**config.mk**
```make
export PLATFORM = sky130hd
export DESIGN_NAME = facility_capture_utility_top
export DESIGN_NICKNAME = d
export VERILOG_FILES = /design/src/sv/fcu_pkg.sv /design/src/sv/fcu_front.sv /design/src/sv/fcu_queue.sv /design/src/sv/fcu_back.sv /design/src/sv/facility_capture_utility_top.sv
export SDC_FILE = /design/constraint.sdc
export NUM_CORES = 2
export LEC_CHECK = 0
export ABC_AREA = 1
export BUFFER_PORTS_ARGS = -buffer_cell sky130_fd_sc_hd__buf_4
export CAP_MARGIN = 5
export CORE_ASPECT_RATIO = 1.4
export CORE_MARGIN = 2
export CORE_UTILIZATION = 40
export CTS_CLUSTER_DIAMETER = 30
export DETAILED_ROUTE_END_ITERATION = 12
export GPL_ROUTABILITY_DRIVEN = 0
export GPL_TIMING_DRIVEN = 0
export PLACE_DENSITY = 0.56
export SYNTH_ARGS = -nofsm -noshare
export SYNTH_HDL_FRONTEND = slang
export SYNTH_SLANG_ARGS = --single-unit
```
**constraint.sdc**
```tcl
create_clock -name clk -period 26.7 [get_ports clk]
set_input_delay 2.67 -clock clk [delete_from_list [all_inputs] [get_ports clk]]
set_output_delay 2.67 -clock clk [all_outputs]
set_load 0.02 [all_outputs]
```
**src/sv/fcu_pkg.sv**
```systemverilog
package fcu_pkg;

  // Fixed field counts and widths
  localparam int MAX_EXISTING = 5;
  localparam int MAX_NEW      = 3;
  localparam int DIST_W       = 15;
  localparam int WEIGHT_W     = 16;
  localparam int SHARE_W      = 9;
  localparam int MIN_W        = 17;
  localparam int SUM_W        = 48;
  localparam int ADD_W        = 24;
  localparam int PCT_W        = 15;
  localparam int NUM_W        = 63;
  localparam int QUO_W        = 15;
  localparam int ITER_W       = 4;

  // Arithmetic constants
  localparam logic [MIN_W-1:0]   SENTINEL_KM = 17'd100000;
  localparam logic [SHARE_W-1:0] FULL_SHARE  = 9'd256;
  localparam logic [PCT_W-1:0]   PCT_SCALE   = 15'd25600;
  localparam logic [SUM_W-1:0]   SUM_MAX     = {SUM_W{1'b1}};

  // Configuration register indexes
  localparam logic [1:0] CFG_EXISTING_COUNT = 2'd0;
  localparam logic [1:0] CFG_NEW_COUNT      = 2'd1;
  localparam logic [1:0] CFG_TIE_SHARE      = 2'd2;

  typedef struct packed {
    logic [WEIGHT_W-1:0] weight;
    logic [DIST_W-1:0]   existing_dist_0;
    logic [DIST_W-1:0]   existing_dist_1;
    logic [DIST_W-1:0]   existing_dist_2;
    logic [DIST_W-1:0]   existing_dist_3;
    logic [DIST_W-1:0]   existing_dist_4;
    logic [DIST_W-1:0]   new_dist_0;
    logic [DIST_W-1:0]   new_dist_1;
    logic [DIST_W-1:0]   new_dist_2;
    logic                last_point;
  } fcu_in_t;

  typedef struct packed {
    logic [PCT_W-1:0] utility_percent;
    logic             saturated;
  } fcu_out_t;

  // One classified point waiting for the accumulator
  typedef struct packed {
    logic [WEIGHT_W-1:0] weight;
    logic [ADD_W-1:0]    cap_add;
    logic                last;
  } q_entry_t;

  typedef struct packed {
    logic full;
    logic empty;
  } q_stat_t;

  typedef enum logic [1:0] {
    BK_ACC,
    BK_PREP,
    BK_DIV,
    BK_DONE
  } back_state_t;

endpackage

```
**src/sv/fcu_front.sv**
```systemverilog
module fcu_front (
  input  logic             clk,
  input  logic             rst,
  input  logic             cfg_write,
  input  logic [1:0]       cfg_index,
  input  logic [8:0]       cfg_data,
  input  logic             in_valid,
  output logic             in_stall,
  input  fcu_pkg::fcu_in_t in_data,
  input  fcu_pkg::q_stat_t q_stat,
  output logic             push,
  output fcu_pkg::q_entry_t push_data
);
  import fcu_pkg::*;

  logic [2:0]         existing_count;
  logic [1:0]         new_count;
  logic [SHARE_W-1:0] tie_share;

  logic [DIST_W-1:0]  e_dist [MAX_EXISTING];
  logic [DIST_W-1:0]  n_dist [MAX_NEW];
  logic [2:0]         n_e;
  logic [1:0]         n_n;
  logic [MIN_W-1:0]   best_e;
  logic [MIN_W-1:0]   best_n;
  logic [SHARE_W-1:0] share;
  logic [ADD_W:0]     tie_prod;

  // Configuration registers
  always_ff @(posedge clk) begin
    if (rst) begin
      existing_count <= 3'd5;
      new_count      <= 2'd3;
      tie_share      <= 9'd77;
    end else if (cfg_write) begin
      case (cfg_index)
        CFG_EXISTING_COUNT: existing_count <= cfg_data[2:0];
        CFG_NEW_COUNT:      new_count      <= cfg_data[1:0];
        CFG_TIE_SHARE:      tie_share      <= cfg_data;
        default: ;
      endcase
    end
  end

  assign e_dist[0] = in_data.existing_dist_0;
  assign e_dist[1] = in_data.existing_dist_1;
  assign e_dist[2] = in_data.existing_dist_2;
  assign e_dist[3] = in_data.existing_dist_3;
  assign e_dist[4] = in_data.existing_dist_4;
  assign n_dist[0] = in_data.new_dist_0;
  assign n_dist[1] = in_data.new_dist_1;
  assign n_dist[2] = in_data.new_dist_2;

  // Clamp counts and tie share
  assign n_e   = (int'(existing_count) > MAX_EXISTING) ? 3'(MAX_EXISTING) : existing_count;
  assign n_n   = (int'(new_count) > MAX_NEW) ? 2'(MAX_NEW) : new_count;
  assign share = (tie_share > FULL_SHARE) ? FULL_SHARE : tie_share;

  // Minimum over the enabled entries of each group
  always_comb begin
    best_e = SENTINEL_KM;
    for (int j = 0; j < MAX_EXISTING; j++) begin
      if (j < int'(n_e) && {2'b00, e_dist[j]} < best_e) begin
        best_e = {2'b00, e_dist[j]};
      end
    end
    best_n = SENTINEL_KM;
    for (int j = 0; j < MAX_NEW; j++) begin
      if (j < int'(n_n) && {2'b00, n_dist[j]} < best_n) begin
        best_n = {2'b00, n_dist[j]};
      end
    end
  end

  // Classify: full capture, tie share, or nothing
  assign tie_prod = {9'd0, in_data.weight} * {16'd0, share};

  always_comb begin
    push_data.weight = in_data.weight;
    push_data.last   = in_data.last_point;
    if (best_n < best_e) begin
      push_data.cap_add = {in_data.weight, 8'd0};
    end else if (best_n == best_e) begin
      push_data.cap_add = tie_prod[ADD_W-1:0];
    end else begin
      push_data.cap_add = '0;
    end
  end

  assign in_stall = q_stat.full;
  assign push     = in_valid && !q_stat.full;

endmodule

```
**src/sv/fcu_queue.sv**
```systemverilog
module fcu_queue #(
  parameter int DEPTH = 4
) (
  input  logic              clk,
  input  logic              rst,
  input  logic              push,
  input  fcu_pkg::q_entry_t push_data,
  input  logic              pop,
  output fcu_pkg::q_entry_t rd_data,
  output fcu_pkg::q_stat_t  q_stat
);
  import fcu_pkg::*;

  localparam int PTR_W = $clog2(DEPTH);
  localparam int CNT_W = $clog2(DEPTH + 1);

  q_entry_t         slots [DEPTH];
  logic [PTR_W-1:0] wr_ptr;
  logic [PTR_W-1:0] rd_ptr;
  logic [CNT_W-1:0] count;

  // Write the incoming entry
  always_ff @(posedge clk) begin
    if (push) begin
      slots[wr_ptr] <= push_data;
    end
  end

  // Advance pointers and track fill level
  always_ff @(posedge clk) begin
    if (rst) begin
      wr_ptr <= '0;
      rd_ptr <= '0;
      count  <= '0;
    end else begin
      if (push) begin
        wr_ptr <= (wr_ptr == PTR_W'(DEPTH - 1)) ? '0 : wr_ptr + 1'b1;
      end
      if (pop) begin
        rd_ptr <= (rd_ptr == PTR_W'(DEPTH - 1)) ? '0 : rd_ptr + 1'b1;
      end
      if (push && !pop) begin
        count <= count + 1'b1;
      end else if (pop && !push) begin
        count <= count - 1'b1;
      end
    end
  end

  assign rd_data      = slots[rd_ptr];
  assign q_stat.full  = (count == CNT_W'(DEPTH));
  assign q_stat.empty = (count == '0);

endmodule

```
**src/sv/fcu_back.sv**
```systemverilog
module fcu_back (
  input  logic              clk,
  input  logic              rst,
  input  fcu_pkg::q_entry_t rd_data,
  input  fcu_pkg::q_stat_t  q_stat,
  output logic              pop,
  output logic              out_valid,
  input  logic              out_stall,
  output fcu_pkg::fcu_out_t out_data
);
  import fcu_pkg::*;

  back_state_t        state, state_next;
  logic [SUM_W-1:0]   captured_sum, captured_sum_next;
  logic [SUM_W-1:0]   total_sum, total_sum_next;
  logic               overflow_seen, overflow_seen_next;
  logic [NUM_W-1:0]   num, num_next;
  logic [NUM_W-2:0]   den_sh, den_sh_next;
  logic [QUO_W-1:0]   quo, quo_next;
  logic [ITER_W-1:0]  iter, iter_next;
  logic               zero_total, zero_total_next;
  logic               sat_hold, sat_hold_next;
  logic               out_valid_next;
  fcu_out_t           out_data_next;

  logic [SUM_W:0]     tot_s;
  logic [SUM_W:0]     cap_s;
  logic               ge;
  logic [NUM_W-1:0]   cap_wide;
  logic [PCT_W-1:0]   util;
  logic               load_out;

  // Saturating sums for the entry at the head of the queue
  assign tot_s = {1'b0, total_sum} + {25'd0, rd_data.weight, 8'd0};
  assign cap_s = {1'b0, captured_sum} + {25'd0, rd_data.cap_add};

  // Divider step and numerator scale (x25600 = x16384 + x8192 + x1024)
  assign ge       = num >= {1'b0, den_sh};
  assign cap_wide = NUM_W'(captured_sum);
  assign util     = zero_total ? '0 : ((quo > PCT_SCALE) ? PCT_SCALE : quo);
  assign load_out = (state == BK_DONE) && (!out_valid || !out_stall);

  always_ff @(posedge clk) begin
    if (rst) begin
      state         <= BK_ACC;
      captured_sum  <= '0;
      total_sum     <= '0;
      overflow_seen <= 1'b0;
      out_valid     <= 1'b0;
    end else begin
      state         <= state_next;
      captured_sum  <= captured_sum_next;
      total_sum     <= total_sum_next;
      overflow_seen <= overflow_seen_next;
      out_valid     <= out_valid_next;
    end
  end

  // Datapath registers
  always_ff @(posedge clk) begin
    num        <= num_next;
    den_sh     <= den_sh_next;
    quo        <= quo_next;
    iter       <= iter_next;
    zero_total <= zero_total_next;
    sat_hold   <= sat_hold_next;
    out_data   <= out_data_next;
  end

  always_comb begin
    state_next         = state;
    captured_sum_next  = captured_sum;
    total_sum_next     = total_sum;
    overflow_seen_next = overflow_seen;
    num_next           = num;
    den_sh_next        = den_sh;
    quo_next           = quo;
    iter_next          = iter;
    zero_total_next    = zero_total;
    sat_hold_next      = sat_hold;
    out_data_next      = out_data;
    out_valid_next     = out_valid && out_stall;
    pop                = 1'b0;

    unique case (state)
      BK_ACC: begin
        // Accumulate one point per cycle while the queue is not empty
        if (!q_stat.empty) begin
          pop = 1'b1;
          total_sum_next   = tot_s[SUM_W] ? SUM_MAX : tot_s[SUM_W-1:0];
          captured_sum_next = cap_s[SUM_W] ? SUM_MAX : cap_s[SUM_W-1:0];
          overflow_seen_next = overflow_seen || tot_s[SUM_W] || cap_s[SUM_W];
          if (rd_data.last) begin
            state_next = BK_PREP;
          end
        end
      end
      BK_PREP: begin
        // Load divider and start a new evaluation
        num_next           = (cap_wide << 14) + (cap_wide << 13) + (cap_wide << 10);
        den_sh_next        = {total_sum, 14'd0};
        zero_total_next    = (total_sum == '0);
        sat_hold_next      = overflow_seen;
        quo_next           = '0;
        iter_next          = '0;
        captured_sum_next  = '0;
        total_sum_next     = '0;
        overflow_seen_next = 1'b0;
        state_next         = BK_DIV;
      end
      BK_DIV: begin
        // One quotient bit per cycle, MSB first
        if (ge) begin
          num_next = num - {1'b0, den_sh};
        end
        quo_next    = {quo[QUO_W-2:0], ge};
        den_sh_next = den_sh >> 1;
        iter_next   = iter + 1'b1;
        if (iter == ITER_W'(QUO_W - 1)) begin
          state_next = BK_DONE;
        end
      end
      BK_DONE: begin
        // Hand the result to the output register once it is free
        if (load_out) begin
          out_valid_next                = 1'b1;
          out_data_next.utility_percent = util;
          out_data_next.saturated       = sat_hold;
          state_next                    = BK_ACC;
        end
      end
      default: state_next = BK_ACC;
    endcase
  end

endmodule

```
**src/sv/facility_capture_utility_top.sv**
```systemverilog
// Competitive facility capture objective over a stream of demand points.
// Input channel (in_valid / in_stall / in_data): one demand point per transfer,
// carrying its weight, distances to existing and new facilities, and last_point.
// Output channel (out_valid / out_stall / out_data): one result per evaluation,
// issued for the point that carries last_point.
// Configuration: cfg_write with cfg_index / cfg_data sets existing_count,
// new_count and tie_share; write only while the block is idle.
// Points that are not last pass through the accumulator while the queue holds
// them, so a steady stream is accepted at one point per cycle while in_stall is
// low. A last point holds the accumulator for the numerator scale plus a 15-step
// restoring divide, after which the output register takes the result.
// The queue between classifier and accumulator (QUEUE_DEPTH entries) absorbs
// points during a divide; in_stall rises only when it is full.
// When the receiver stalls, the result holds in the output register; one more
// finished result waits in the accumulator and further points fill the queue.
// Reset (rst, synchronous) restores counts 5 and 3, tie share 77, and clears
// the sums, the queue and the output valid.
module facility_capture_utility_top #(
  parameter int QUEUE_DEPTH = 4
) (
  input  logic              clk,
  input  logic              rst,
  input  logic              cfg_write,
  input  logic [1:0]        cfg_index,
  input  logic [8:0]        cfg_data,
  input  logic              in_valid,
  output logic              in_stall,
  input  fcu_pkg::fcu_in_t  in_data,
  output logic              out_valid,
  input  logic              out_stall,
  output fcu_pkg::fcu_out_t out_data
);
  import fcu_pkg::*;

  q_stat_t  q_stat;
  q_entry_t push_data;
  q_entry_t rd_data;
  logic     push;
  logic     pop;

  fcu_front u_front (
    .clk       (clk),
    .rst       (rst),
    .cfg_write (cfg_write),
    .cfg_index (cfg_index),
    .cfg_data  (cfg_data),
    .in_valid  (in_valid),
    .in_stall  (in_stall),
    .in_data   (in_data),
    .q_stat    (q_stat),
    .push      (push),
    .push_data (push_data)
  );

  fcu_queue #(
    .DEPTH (QUEUE_DEPTH)
  ) u_queue (
    .clk       (clk),
    .rst       (rst),
    .push      (push),
    .push_data (push_data),
    .pop       (pop),
    .rd_data   (rd_data),
    .q_stat    (q_stat)
  );

  fcu_back u_back (
    .clk       (clk),
    .rst       (rst),
    .rd_data   (rd_data),
    .q_stat    (q_stat),
    .pop       (pop),
    .out_valid (out_valid),
    .out_stall (out_stall),
    .out_data  (out_data)
  );

`ifndef NO_ASSERTIONS
  // Result never exceeds full capture
  a_util_bound: assert property (@(posedge clk) disable iff (rst)
    out_valid |-> out_data.utility_percent <= PCT_SCALE)
    else $error("utility above 100 percent");

  // Accumulator never drains an empty queue
  a_pop_nonempty: assert property (@(posedge clk) disable iff (rst)
    pop |-> !q_stat.empty)
    else $error("pop from empty queue");

  // Accumulator stops taking points while the divide runs
  a_hold_after_last: assert property (@(posedge clk) disable iff (rst)
    (pop && rd_data.last) |=> !pop)
    else $error("pop right after last point");
`endif

endmodule
```
==> results.py <==
metrics = {
    "yosys": {
        "synthDistinctLibCells": 67,
        "async_flop_share": 0,
        "synth_area_per_cell_um2": 7.89,
        "netlist_area_um2": 36300,
        "ys.flop_type": "edfxtp_1",
        "synth_fp_nets": 5231,
        "yosysWarnings": 0,
        "synth_edf_count": 326,
        "ys_ff_latch": 442,
        "synthCells": 4602,
        "seq_area_frac_synth": 0.334,
    },
    "clock_network": {
        "clk_pin_slew_ps": 50,
        "cts_made_buffers": 86,
        "hold_buffers": 0,
        "clkSinkCount": 442,
        "clock-root-buffer": "clkbuf_16",
        "clockBufferDepth": 3,
        "cts_resized": 0,
        "postCtsSetupBuffers": 0,
        "cts_max_level": 3,
        "clkLatencyLatePin_ps": 660,
        "tritoncts": "done",
    },
    "grt": {
        "grt_max_degree": 47,
        "grt_pass1_vias": 33100,
        "overflow": 0,
        "antenna_found_initial": 8,
        "groute.usage.overall": 0.251,
        "grt_pass1_wl_mm": 181,
    },
    "floorplan": {
        "die_h_um": 360,
        "boundaryPins": 171,
        "core_area_um2": 89800,
        "initial_utilization": 0.404,
        "die_w_um": 259,
        "rows": 130,
        "fp.dieArea_um2": 93200,
    },
    "worst_setup_path": {
        "setup.worst_path.class": "input pin to flop",
        "end_kind": "flop",
        "slowest_stage": "a2111oi_2",
        "cp.arrival_ps": 12370,
        "rr_startpoint": "u_front.existing_count[2]",
        "cp-startpoint": "in_data[114]",
        "ff2ff_setup_slack_ps": 15550,
        "cp_max_fo": 10,
        "r2r_end": "u_queue.slots[1][10]",
        "cp_common_cell": "nand2_1",
        "cp.depth": 52,
        "crit_buf_inv": 10,
        "rr_worst_depth": 54,
        "crit_required_ps": 27070,
        "startpoint_type": "input pin",
        "critPathCapture": "u_queue.slots[1][10]",
        "slowest_delay_ps": 870,
        "cp_top_family": "simple AND/OR/NAND/NOR gates",
    },
    "final_layout": {
        "final_cell_area_um2": 42300,
        "final_cell_mix": "nand2_1 (919), inv_1 (649), nor2_1 (467)",
        "nets": 5496,
        "drive_gt1_frac": 0.0832,
        "layout.cells.non_filler": 6136,
        "mostFrequentLayoutCell": "nand2_1",
        "synthToLayoutAreaGrowth_pct": 16.4,
    },
    "placed_design": {
        "dpl.cell_count": 5967,
        "pre_cts_ws_ps": 14140,
        "placement.io_buffers": 169,
        "hpwl_mm": 96.2,
        "post_dp_cell_area_um2": 39300,
    },
    "power_and_ir_drop": {
        "power_density_nw_per_um2": 112,
        "finalPower_mw": 4.72,
        "ir_worst_vdd_mv": 0.0528,
        "cellLeakagePower_nw": 19.4,
    },
    "worst_hold_path": {
        "worstHoldPathType": "flop to flop",
    },
    "detailed_routing": {
        "viasPerCell": 5.28,
        "drtPass1Iterations": 7,
        "wl_per_cell_um": 19.2,
        "drc_errors": 0,
        "vias": 32400,
        "ant_nets": 0,
        "drt_iter0_drc": 1754,
        "wirelength_mm": 118,
    },
    "timing": {
        "layout_min_cycle_time_ps": 12000,
        "rsz0062_at_grt": "no",
        "drv_slew": 0,
        "fin_tns_setup_ps": 0,
        "hold_viol": 0,
        "worst_slack_ps": 14700,
        "worst_slew_pin_slew_ps": 1340,
        "max_slew_margin": 0.109,
        "fin_crit_sh": 0.449,
        "setup_viol": 0,
        "fmax_ghz": 0.0833,
        "final.setup_skew_ps": 30.6,
    },
    "outcome": {
        "status": "completed",
    },
    "run": {
        "maxCapViolCount": 0,
    },
}
[registers in the layout (all words and copies together) (netlist names), 3 cells and up, named ones only]
| signal | count |
|---|---|
| u_front.existing_count | 3 |
| u_back.iter | 4 |
| u_queue.slots | 164 |
| u_back.den_sh | 62 |
| u_front.tie_share | 9 |
| u_back.num | 63 |
| u_back.total_sum | 41 |
| u_back.out_data | 16 |
| u_back.captured_sum | 48 |
| u_queue.count | 3 |
| u_back.quo | 15 |
[metal layers]
layer,wire (um),GRT usage,up-vias
li1,-,-,16100
met1,44200,0.264,15200
met2,60700,0.466,744
met3,4580,0.0303,309
met4,8130,0.162,0
met5,0,0,-
[cell families (layout without fill, tap and decap cells)]
group | Yosys count | after routing | share of synthesized area
buf+inv | 782 | 1120 | 0.0824
simple gates | 1719 | 1719 | 0.194
xor+xnor | 92 | 92 | 0.0222
fa+ha+maj | 476 | 476 | 0.194
compound gates | 1090 | 1090 | 0.173
flops | 442 | 442 | 0.334
mux | 1 | 1 | 0.000276
other cells | 0 | 8 | 0
[layout make-up]
| type | count | area, um2 |
|---|---|---|
| multi-input cells | 3378 | 21200 |
| plain buffers | 126 | 529 |
| inverters | 656 | 2460 |
| fillers | 9070 | 47500 |
| repair buffers | 177 | 1430 |
| clock buffers | 98 | 2270 |
| clock inverters | 63 | 706 |
| flip-flops and latches | 442 | 12100 |
| well taps | 1188 | 1490 |
| diodes | 8 | 20.0 |
[worst register-to-register path, delay by kind of cell, from the launching register on]
| family | cells | cell delay (ps) |
|---|---|---|
| buffers and inverters | 10 | 2290 |
| AO/OA/AOI/OAI | 12 | 2690 |
| flip-flops | 1 | 440 |
| AND/OR/NAND/NOR | 27 | 3950 |
| adder cells (fa/ha/maj) | 5 | 1500 |
[cells in the mapped netlist (all sizes together) (31+ instances only)]
| cell type | number | share of area |
|---|---|---|
| a31oi | 45 | 0.0078 |
| nand4 | 32 | 0.0055 |
| edfxtp | 326 | 0.27 |
| a21oi | 365 | 0.051 |
| nand2 | 926 | 0.097 |
| fa | 147 | 0.081 |
| nand3 | 175 | 0.025 |
| o31ai | 31 | 0.0064 |
| o22ai | 46 | 0.0079 |
| o21ai | 443 | 0.063 |
| dfxtp | 116 | 0.064 |
| nor2 | 474 | 0.050 |
| xnor2 | 45 | 0.011 |
| xor2 | 47 | 0.011 |
| ha | 329 | 0.11 |
| clkbuf | 90 | 0.0093 |
| inv | 654 | 0.068 |
| nor3 | 57 | 0.0080 |
| buf | 36 | 0.0053 |
[worst min-delay path by stage]
stage                          startpoint                  to  cells after the start
final                     u_back.sat_hold  u_back.out_data[0]                      0
after global routing      u_back.sat_hold  u_back.out_data[0]                      0
after CTS                 u_back.sat_hold  u_back.out_data[0]                      0
after detailed placement  u_back.sat_hold  u_back.out_data[0]                      0
after global placement    u_back.sat_hold  u_back.out_data[0]                      0
after floorplan           u_back.sat_hold  u_back.out_data[0]                      0
[report_power, final]
part	total (mW)	switching, mW	internal [mW]
clock	1.10	0.387	0.715
combinational	2.52	1.68	0.832
sequential	1.10	0.105	0.994
[stage by stage]
step | util | hold WS, ps
after floorplan | - | 400
after global placement | 0.435 | 415
after detailed placement | 0.437 | 420
after CTS | 0.470 | 431
after global routing | 0.471 | 448
final | 0.471 | 428
No activity file was read; power rests on OpenSTA's default activity.
